$ cat src/design/rtcs_pkg.sv
package rtcs_pkg;

   // Number of RAM bytes behind the link.
   localparam int RAM_DEPTH = 31;
   localparam int RAM_AW    = (RAM_DEPTH > 1) ? $clog2(RAM_DEPTH) : 1;

   // Clock register file and its special members.
   localparam int          CLOCK_REGS   = 8;
   localparam logic [4:0]  BURST_ADDR   = 5'd31;
   localparam logic [4:0]  WP_INDEX     = 5'd7;
   localparam logic [4:0]  POS_MAX      = 5'd31;
   localparam logic [5:0]  RAM_LIMIT    = 6'(RAM_DEPTH);
   localparam logic [5:0]  CLOCK_LIMIT  = 6'(CLOCK_REGS);

   // Command byte fields.
   localparam int CMD_VALID_BIT = 7;
   localparam int CMD_RAM_BIT   = 6;
   localparam int CMD_READ_BIT  = 0;

   // One input item.
   typedef struct packed {
      logic       frame_start;
      logic [7:0] byte_in;
   } req_type;

   // One result item.
   typedef struct packed {
      logic [7:0] read_byte;
      logic       read_valid;
      logic       write_done;
   } rsp_type;

   // Decoded access for one data slot.
   typedef struct packed {
      logic       hit;
      logic       is_ram;
      logic       is_read;
      logic [4:0] index;
   } access_type;

endpackage

$ cat src/design/rtcs_frame.sv
module rtcs_frame
   import rtcs_pkg::*;
(
   input  logic       clock,
   input  logic       reset,
   input  logic       step,
   input  req_type    item,
   output access_type access
);

   logic [7:0] cmd_ff, cmd_in;
   logic [4:0] pos_ff, pos_in;
   logic       open_ff, open_in;
   logic       burst;
   logic [4:0] addr;

   // Frame state registers.
   always_ff @(posedge clock) begin
      if (reset) begin
         cmd_ff  <= '0;
         pos_ff  <= '0;
         open_ff <= 1'b0;
      end else if (step) begin
         cmd_ff  <= cmd_in;
         pos_ff  <= pos_in;
         open_ff <= open_in;
      end
   end

   // Decode the slot and advance the position within the frame.
   always_comb begin
      addr    = cmd_ff[5:1];
      burst   = (addr == BURST_ADDR);
      cmd_in  = cmd_ff;
      pos_in  = pos_ff;
      open_in = open_ff;
      access  = '0;
      if (item.frame_start) begin
         cmd_in  = item.byte_in;
         pos_in  = '0;
         open_in = item.byte_in[CMD_VALID_BIT];
      end else if (open_ff) begin
         access.is_ram  = cmd_ff[CMD_RAM_BIT];
         access.is_read = cmd_ff[CMD_READ_BIT];
         access.index   = burst ? pos_ff : addr;
         if (burst || (pos_ff == '0)) begin
            access.hit = access.is_ram ? ({1'b0, access.index} < RAM_LIMIT)
                                       : ({1'b0, access.index} < CLOCK_LIMIT);
         end
         if (pos_ff != POS_MAX) begin
            pos_in = pos_ff + 5'd1;
         end
      end
   end

endmodule

$ cat src/design/rtcs_store.sv
module rtcs_store
   import rtcs_pkg::*;
(
   input  logic       clock,
   input  logic       reset,
   input  logic       step,
   input  access_type access,
   input  logic [7:0] wr_data,
   output rsp_type    result
);

   logic [7:0] clk_regs_ff [CLOCK_REGS];
   logic [7:0] ram_ff      [RAM_DEPTH];
   logic       protect;
   logic       is_wp;
   logic       wr_en;
   logic [2:0] clk_idx;
   logic [RAM_AW-1:0] ram_idx;

   assign clk_idx = access.index[2:0];
   assign ram_idx = access.index[RAM_AW-1:0];

   // Write protect applies to everything but the protect word itself.
   always_comb begin
      protect = clk_regs_ff[WP_INDEX[2:0]][7];
      is_wp   = !access.is_ram && (access.index == WP_INDEX);
      wr_en   = access.hit && !access.is_read && (!protect || is_wp);
      result  = '0;
      if (access.hit && access.is_read) begin
         result.read_valid = 1'b1;
         result.read_byte  = access.is_ram ? ram_ff[ram_idx] : clk_regs_ff[clk_idx];
      end
      result.write_done = wr_en;
   end

   // Clock registers and RAM bytes, both cleared by reset.
   always_ff @(posedge clock) begin
      if (reset) begin
         for (int i = 0; i < CLOCK_REGS; i++) clk_regs_ff[i] <= '0;
         for (int i = 0; i < RAM_DEPTH; i++)  ram_ff[i]      <= '0;
      end else if (step && wr_en) begin
         if (access.is_ram) begin
            ram_ff[ram_idx] <= wr_data;
         end else begin
            clk_regs_ff[clk_idx] <= wr_data;
         end
      end
   end

endmodule

$ cat src/design/rtc_three_wire_register_slave_unit.sv
// An accepted item waits in the input register and moves on to the result
// register once that is free. Throughput: one item per cycle while rsp_ready
// stays high; each register holds one item, and the register file is read and
// written in one pass. Reset clears all clock registers, RAM bytes and frame
// state, and empties both pipeline registers.
module rtc_three_wire_register_slave_unit
   import rtcs_pkg::*;
(
   input  logic    clock,
   input  logic    reset,
   input  logic    req_valid,
   output logic    req_ready,
   input  req_type req_data,
   output logic    rsp_valid,
   input  logic    rsp_ready,
   output rsp_type rsp_data
);

   logic       in_valid_ff;
   req_type    in_data_ff;
   logic       rsp_valid_ff;
   rsp_type    rsp_data_ff;
   logic       advance;
   access_type access;
   rsp_type    result;

   // The held item moves on when the result register is free.
   assign advance   = in_valid_ff && (!rsp_valid_ff || rsp_ready);
   assign req_ready = !in_valid_ff || advance;
   assign rsp_valid = rsp_valid_ff;
   assign rsp_data  = rsp_data_ff;

   // Input register.
   always_ff @(posedge clock) begin
      if (reset) begin
         in_valid_ff <= 1'b0;
      end else if (req_ready) begin
         in_valid_ff <= req_valid;
      end
   end

   always_ff @(posedge clock) begin
      if (req_ready && req_valid) begin
         in_data_ff <= req_data;
      end
   end

   rtcs_frame u_frame (
      .clock  (clock),
      .reset  (reset),
      .step   (advance),
      .item   (in_data_ff),
      .access (access)
   );

   rtcs_store u_store (
      .clock   (clock),
      .reset   (reset),
      .step    (advance),
      .access  (access),
      .wr_data (in_data_ff.byte_in),
      .result  (result)
   );

   // Result register.
   always_ff @(posedge clock) begin
      if (reset) begin
         rsp_valid_ff <= 1'b0;
      end else if (advance) begin
         rsp_valid_ff <= 1'b1;
      end else if (rsp_ready) begin
         rsp_valid_ff <= 1'b0;
      end
   end

   always_ff @(posedge clock) begin
      if (advance) begin
         rsp_data_ff <= result;
      end
   end

endmodule

$ cat config.mk
export PLATFORM = sky130hd
export DESIGN_NAME = rtc_three_wire_register_slave_unit
export DESIGN_NICKNAME = d
export VERILOG_FILES = /design/src/design/rtcs_pkg.sv /design/src/design/rtcs_frame.sv /design/src/design/rtcs_store.sv /design/src/design/rtc_three_wire_register_slave_unit.sv
export SDC_FILE = /design/constraint.sdc
export NUM_CORES = 1
export LEC_CHECK = 0
export ABC_AREA = 0
export BUFFER_PORTS_ARGS = -buffer_cell sky130_fd_sc_hd__buf_2
export CORE_AREA = 2 2 169 171
export CTS_BUF_LIST = sky130_fd_sc_hd__clkbuf_8
export DETAILED_ROUTE_END_ITERATION = 8
export DIE_AREA = 0 0 171 173
export MAX_ROUTING_LAYER = met4
export PLACE_DENSITY_LB_ADDON = 0.12
export SYNTH_ARGS = -nofsm -noshare
export SYNTH_HDL_FRONTEND = slang
export SYNTH_HIERARCHICAL = 1
export SYNTH_SLANG_ARGS = --single-unit
$ cat constraint.sdc
create_clock -name clock -period 2.9 [get_ports clock]
set_input_delay 0.29 -clock clock [delete_from_list [all_inputs] [get_ports clock]]
set_output_delay 0.29 -clock clock [all_outputs]
set_load 0.02 [all_outputs]
### Yosys cells after proc, flatten, opt, wreduce, memory -nomap -nowiden

Memory sizes are Yosys's and may differ from the RTL's.
Cells that the tools add are included.

* order comparisons: 2
* mux-type cells: 28
* $add $sub $neg: 1
* bitwise gates (word level): 0
* reduce and logical (&&, ||, !) cells: 24
* divide/modulo/power cells: 0
* shift operators: 0
* eq/ne operators: 3
* $mul: 0

Operators by type and width (count)
* 2-to-1 mux 8 bit: 5
* 2-to-1 mux 5 bit: 5
* 2-to-1 mux 1 bit: 17
* OR reduction 8 bit: 2
* logical AND 1 bit: 7
* nonzero test 2 bit: 3
* adder 5 x 1 -> 5 bit, second input constant: 1
* equality test 5 x 3 -> 1 bit, second input constant: 1
* equality test 5 bit, second input constant: 1
* logical NOT 1 bit: 5
* logical NOT 5 bit: 1
* < comparator 5 x 4 -> 1 bit, second input constant: 1
* < comparator 5 bit, second input constant: 1
* inequality test 5 bit, second input constant: 1
* logical OR 1 bit: 4
* 2-to-1 mux 3 bit: 1
* AND reduction 3 bit: 1
* AND reduction 2 bit: 1

* bits in latches: 0
* ROM bits: 0
* memories kept: 2
* register bits: 34
* bits of input ports: 13
* RAM bits: 312

Memories
* u_store.ram_ff: depth 31, bits a word 8, read ports 1, clocked after memory_dff 0, write ports 31, RTL line rtcs_store.sv:13 `logic [7:0] ram_ff [RAM_DEPTH];`
* u_store.clk_regs_ff: depth 8, bits a word 8, read ports 2, clocked after memory_dff 0, write ports 8, RTL line rtcs_store.sv:12 `logic [7:0] clk_regs_ff [CLOCK_REGS];`

### Longest topological paths before layout

* word-level depth: 17
* depth in mapped cells: 12
* mapped depth without buffers: 9

### Hierarchy

The synthesis kept the hierarchy.

Modules (own cells, without submodules)
* rtcs_store: area each 14874.3 um2, cells each 1059, instances 1, seq. area each 9609.2 um2
* rtcs_frame: area each 699.4 um2, cells each 88, instances 1, seq. area each 260.2 um2
* rtc_three_wire_register_slave_unit: area each 674.4 um2, cells each 29, instances 1, seq. area each 610.6 um2

### Least setup slack after synthesis

OpenSTA, ideal clock, no wires.

* path kind: reg2reg
* start: register u_frame.pos_ff[0]
* end: memory u_store.ram_ff[31][0], enable pin
* period minus slack after synthesis: 3120 ps
* cell stages (with the launch flop): 12
* arrival time: 2750 ps
* data required time: 2530 ps
* path slack: -220 ps
* buffers on the path: 3
* cell sequence: dfxtp_1 > inv_1 > ha_1 > or4b_1 > a2111oi_2 > and4bb_1 > and2_1 > buf_4 > nand3_1 > buf_2 > buf_2 > nor2_1

RTL lines
* from (decl): RTL line rtcs_frame.sv:12 `logic [4:0] pos_ff, pos_in;`
* from (signal assigned): RTL line rtcs_frame.sv:25 `pos_ff <= pos_in;`
* to (decl): RTL line rtcs_store.sv:13

==> qor.txt <==
====================================================================================
Type of destination of the critical path ..............................         flop
Register clock-pin slew on the reported worst setup and hold paths ....      0.07 ns
Total Nets Final ......................................................         1348
Hold Violations, Final ................................................            0
DIE HEIGHT ............................................................       173 um
CTS sink cnt ..........................................................          354
Timing-limited maximum frequency ......................................    333.7 MHz
Unrepaired setup endpoints after global routing .......................         true
IO Pins ...............................................................           25
Cell count of the worst hold path .....................................            2
Effective utilization at floorplan ....................................       58.81%
Number of max-slew violations in the final report .....................            0
Antenna violations before repair ......................................            1
Synth Area per Inst ...................................................  13.82 sq um
Initial DRT Pass Iterations ...........................................            6
Initial DRC count .....................................................         1313
Share of the cycle needed by the critical path after routing ..........       103.3%
Crit-path max FO ......................................................            8
Number of placement rows ..............................................           61
Crit path DAT .........................................................      3.31 ns
Register bit count reported by yosys ..................................          354
Syn nets ..............................................................         1192
Fillers ...............................................................         1923
Count of H-tree levels built during CTS ...............................            2
Cell accounting for the most synthesized area ......................... sky130_fd_sc_hd__edfxtp_1
Largest net degree at the start of global routing .....................           52
Signed area change from the synthesized netlist to the final layout ...       19.79%
Number of global-route vias before repair .............................       10.42k
Actual transition at the worst max-transition pin .....................    0.8668 ns
Port Buf Inserts ......................................................           24
Gr ovfl total .........................................................            0
VDD IR max ............................................................  0.0003865 V
Inserted Clock Buffers ................................................           55
Ys flop type .......................................................... sky130_fd_sc_hd__edfxtp_1
YS warnings ...........................................................            6
Capture point of the critical path .................................... u_store/ram_ff[12][3]
Cells traversed along the worst timing path ........................... inv_2, ha_1, or4b_4, a2111oi_4, buf_4, and4bb_1, nand2_2, buf_4, nor4_2, or2_1, buf_12
ANT nets after route ..................................................            0
Leak pwr ..............................................................     6.859 nW
Detailed-route via count ..............................................       10.81k
Most area-consuming cells after synthesis ............................. sky130_fd_sc_hd__edfxtp_1, sky130_fd_sc_hd__mux4_2, sky130_fd_sc_hd__and2_1
FF-to-FF End .......................................................... u_store/ram_ff[12][3]
Clock latency on the worst-skew pair ..................................      0.60 ns
Syn Std Cell Area .....................................................  16250 sq um
Worst setup path category ............................................. flop to flop
Leading post-synthesis cells by instance count ........................ sky130_fd_sc_hd__edfxtp_1, sky130_fd_sc_hd__nor2_1, sky130_fd_sc_hd__and2_1, sky130_fd_sc_hd__nand2_1, sky130_fd_sc_hd__mux4_2
Via density per instance ..............................................        6.157
Sequential share of the synthesized area ..............................       64.50%
Post-route DRC violation count ........................................            0
Wire length of the first global-routing pass ..........................     64520 um
Slowest CP cell ....................................................... sky130_fd_sc_hd__or4b_4
Worst R2R Setup Slack .................................................      -0.1 ns
Reg-to-reg critical path startpoint ................................... u_frame/pos_ff[0]
Failing checks ........................................................ setup timing
Total power ...........................................................     10.30 mW
Worst hold-check slack ................................................    0.2152 ns
Distinct cell type count after synthesis ..............................           66
Outcome ............................................................... finished, violations left
Fin crit period .......................................................     2.996 ns
Synthesized netlist cell count ........................................         1176
Slew margin rel. ......................................................       42.21%
Routed wire per std cell ..............................................     24.94 um
TritonCTS clock tree ..................................................         done
Required time worst endpoint ..........................................      3.21 ns
Fraction of synthesized cell area taken by the top area cell type .....       62.65%
DP Wirelength .........................................................     29300 um
Chip Width ............................................................       171 um
Number of enable-type register cells in the synthesized netlist .......          339
Worst Setup Slack, final ..............................................  -0.09643 ns
Total wire length .....................................................     43760 um
Max-cap viol count ....................................................            0
Area enclosed by the die boundary .....................................  29580 sq um
Weighted congestion at the end of routability-driven global placement .       0.9262
Global-route usage over all layers ....................................       30.65%
Pwr/cell area ......................................................... 528.9 nW/um^2
Std-Cell Core Area ....................................................  27630 sq um
Register-to-Register Path Depth .......................................           11
Root Buffer Master .................................................... sky130_fd_sc_hd__clkbuf_8
Worst min-delay path class ............................................ input pin to flop
Layout Skew ...........................................................   0.02269 ns
Startpoint of the worst setup timing path ............................. u_frame/pos_ff[0]
Worst Setup Start Kind ................................................         flop
Final design instance area without fill ...............................  19460 sq um
Maximum root-to-sink buffer count .....................................            3
Most common cell on crit path ......................................... sky130_fd_sc_hd__buf_4
Library cell with the highest instance count after synthesis .......... sky130_fd_sc_hd__edfxtp_1
Slowest Stage Delay on Critical Path ..................................      0.48 ns
Ys async rst share ....................................................           0%
Share of cells above drive strength 1 .................................       30.09%
Setup violation total in the final timing report ......................          124
Total cell area at the placement stage ................................  17690 sq um
====================================================================================
-- power breakdown --
group          internal, mW  switching [mW]  leakage (nW)
logic                 0.179           0.260          2.66
registers              5.76          0.0895          3.58
clock network          2.07            1.94         0.617
total                  8.00            2.29          6.86
-- worst min-delay path by stage --
stage                                      end  slack [ns]         startpoint
after floorplan                    in_valid_ff        0.35              reset
after global placement       u_frame/cmd_ff[0]        0.44  u_frame/cmd_ff[0]
after detailed placement     u_frame/cmd_ff[0]        0.45  u_frame/cmd_ff[0]
after CTS                 u_store/ram_ff[3][5]        0.23              reset
after global routing      u_store/ram_ff[3][7]        0.20              reset
final                     u_store/ram_ff[3][5]        0.22              reset
-- flip-flops by register name, indices dropped and copies added (netlist names) --
| name | flops |
|---|---|
| in_data_ff | 9 |
| in_valid_ff | 1 |
| rsp_data | 10 |
| rsp_valid | 1 |
| u_frame/cmd_ff | 7 |
| u_frame/open_ff | 1 |
| u_frame/pos_ff | 5 |
| u_store/clk_regs_ff | 64 |
| u_store/ram_ff | 256 |
-- worst max-delay path, delay by kind of cell, from the launching register on --
kind                     cells  cell delay (ns)
AO/OA/AOI/OAI                1             0.38
adder cells (fa/ha/maj)      1             0.13
buffers and inverters        4             0.57
flip-flops                   1             0.33
AND/OR/NAND/NOR              5             1.32
-- cells by family after synthesis --
group	share of synthesized area, %
AOI/OAI and AO/OA	4.921
xor gates and xnor gates	0.05391
adders and majority gates	0.2310
buffers and inverters	2.765
DFF	64.50
muxes	11.46
and+or+nand+nor	16.07
-- layout make-up --
class / instances / area, sq um / share of cell area (%)
Antenna cell: 1 / 2.502 / 0.01286
Tap cell: 378 / 473.0 / 2.430
Clock buffer: 63 / 867.1 / 4.455
Sequential cell: 354 / 10480 / 53.86
Multi-Input combinational cell: 730 / 5677 / 29.17
Timing Repair Buffer: 186 / 1757 / 9.025
Inverter: 5 / 18.77 / 0.09643
Clock inverter: 38 / 186.4 / 0.9578
-- stage by stage --
stage	utilization, %	std cells	setup slack [ns]	TNS (ns)
6_report	70.45	1755	-0.09643	-4.312
5_1_grt	70.45	1755	-0.1658	-27.72
4_1_cts	68.94	1745	-0.04403	-0.3869
3_5_place_dp	64.03	1612	-0.1510	-13.01
3_3_place_gp	64.03	1612	-0.1457	-10.86
2_1_floorplan	-	1176	-0.1224	-3.425
-- routing by layer --
metal  vias up  GRT usage (%)  routed length (um)
met2       623          45.19               20520
met1      5376          43.70               17240
met4         0          10.95                1838
met3       140          4.944                4161
li1       4667              -                   -
met5         -              -                   0
-- cell usage in the layout, fill, tap and decap left out, types with 8 or more instances in the layout --
cell type                         n
sky130_fd_sc_hd__a21oi_1         14
sky130_fd_sc_hd__a22oi_1         11
sky130_fd_sc_hd__and2_1         124
sky130_fd_sc_hd__and3_1          18
sky130_fd_sc_hd__buf_12          23
sky130_fd_sc_hd__buf_2           24
sky130_fd_sc_hd__buf_4          110
sky130_fd_sc_hd__buf_6           12
sky130_fd_sc_hd__clkbuf_8        63
sky130_fd_sc_hd__clkinv_1         8
sky130_fd_sc_hd__dfxtp_1         13
sky130_fd_sc_hd__dlygate4sd3_1   12
sky130_fd_sc_hd__edfxtp_1       339
sky130_fd_sc_hd__inv_1           26
sky130_fd_sc_hd__mux2_2          12
sky130_fd_sc_hd__mux2i_1         24
sky130_fd_sc_hd__mux4_2          66
sky130_fd_sc_hd__nand2_1         86
sky130_fd_sc_hd__nor2_1         183
sky130_fd_sc_hd__nor2_2           9
sky130_fd_sc_hd__or2_4           12
-- timing repair --
item / CTS / global route
setup buffers: 20 / 8
hold endpoints to repair: 11 / 0
endpoints found under the setup margin: 230 / 412
cloned: 0 / 4
hold buffers: 12 / 0
gates resized for setup: 9 / 74
pin swaps: 2 / 13
Power figures use the tool's default switching activity.
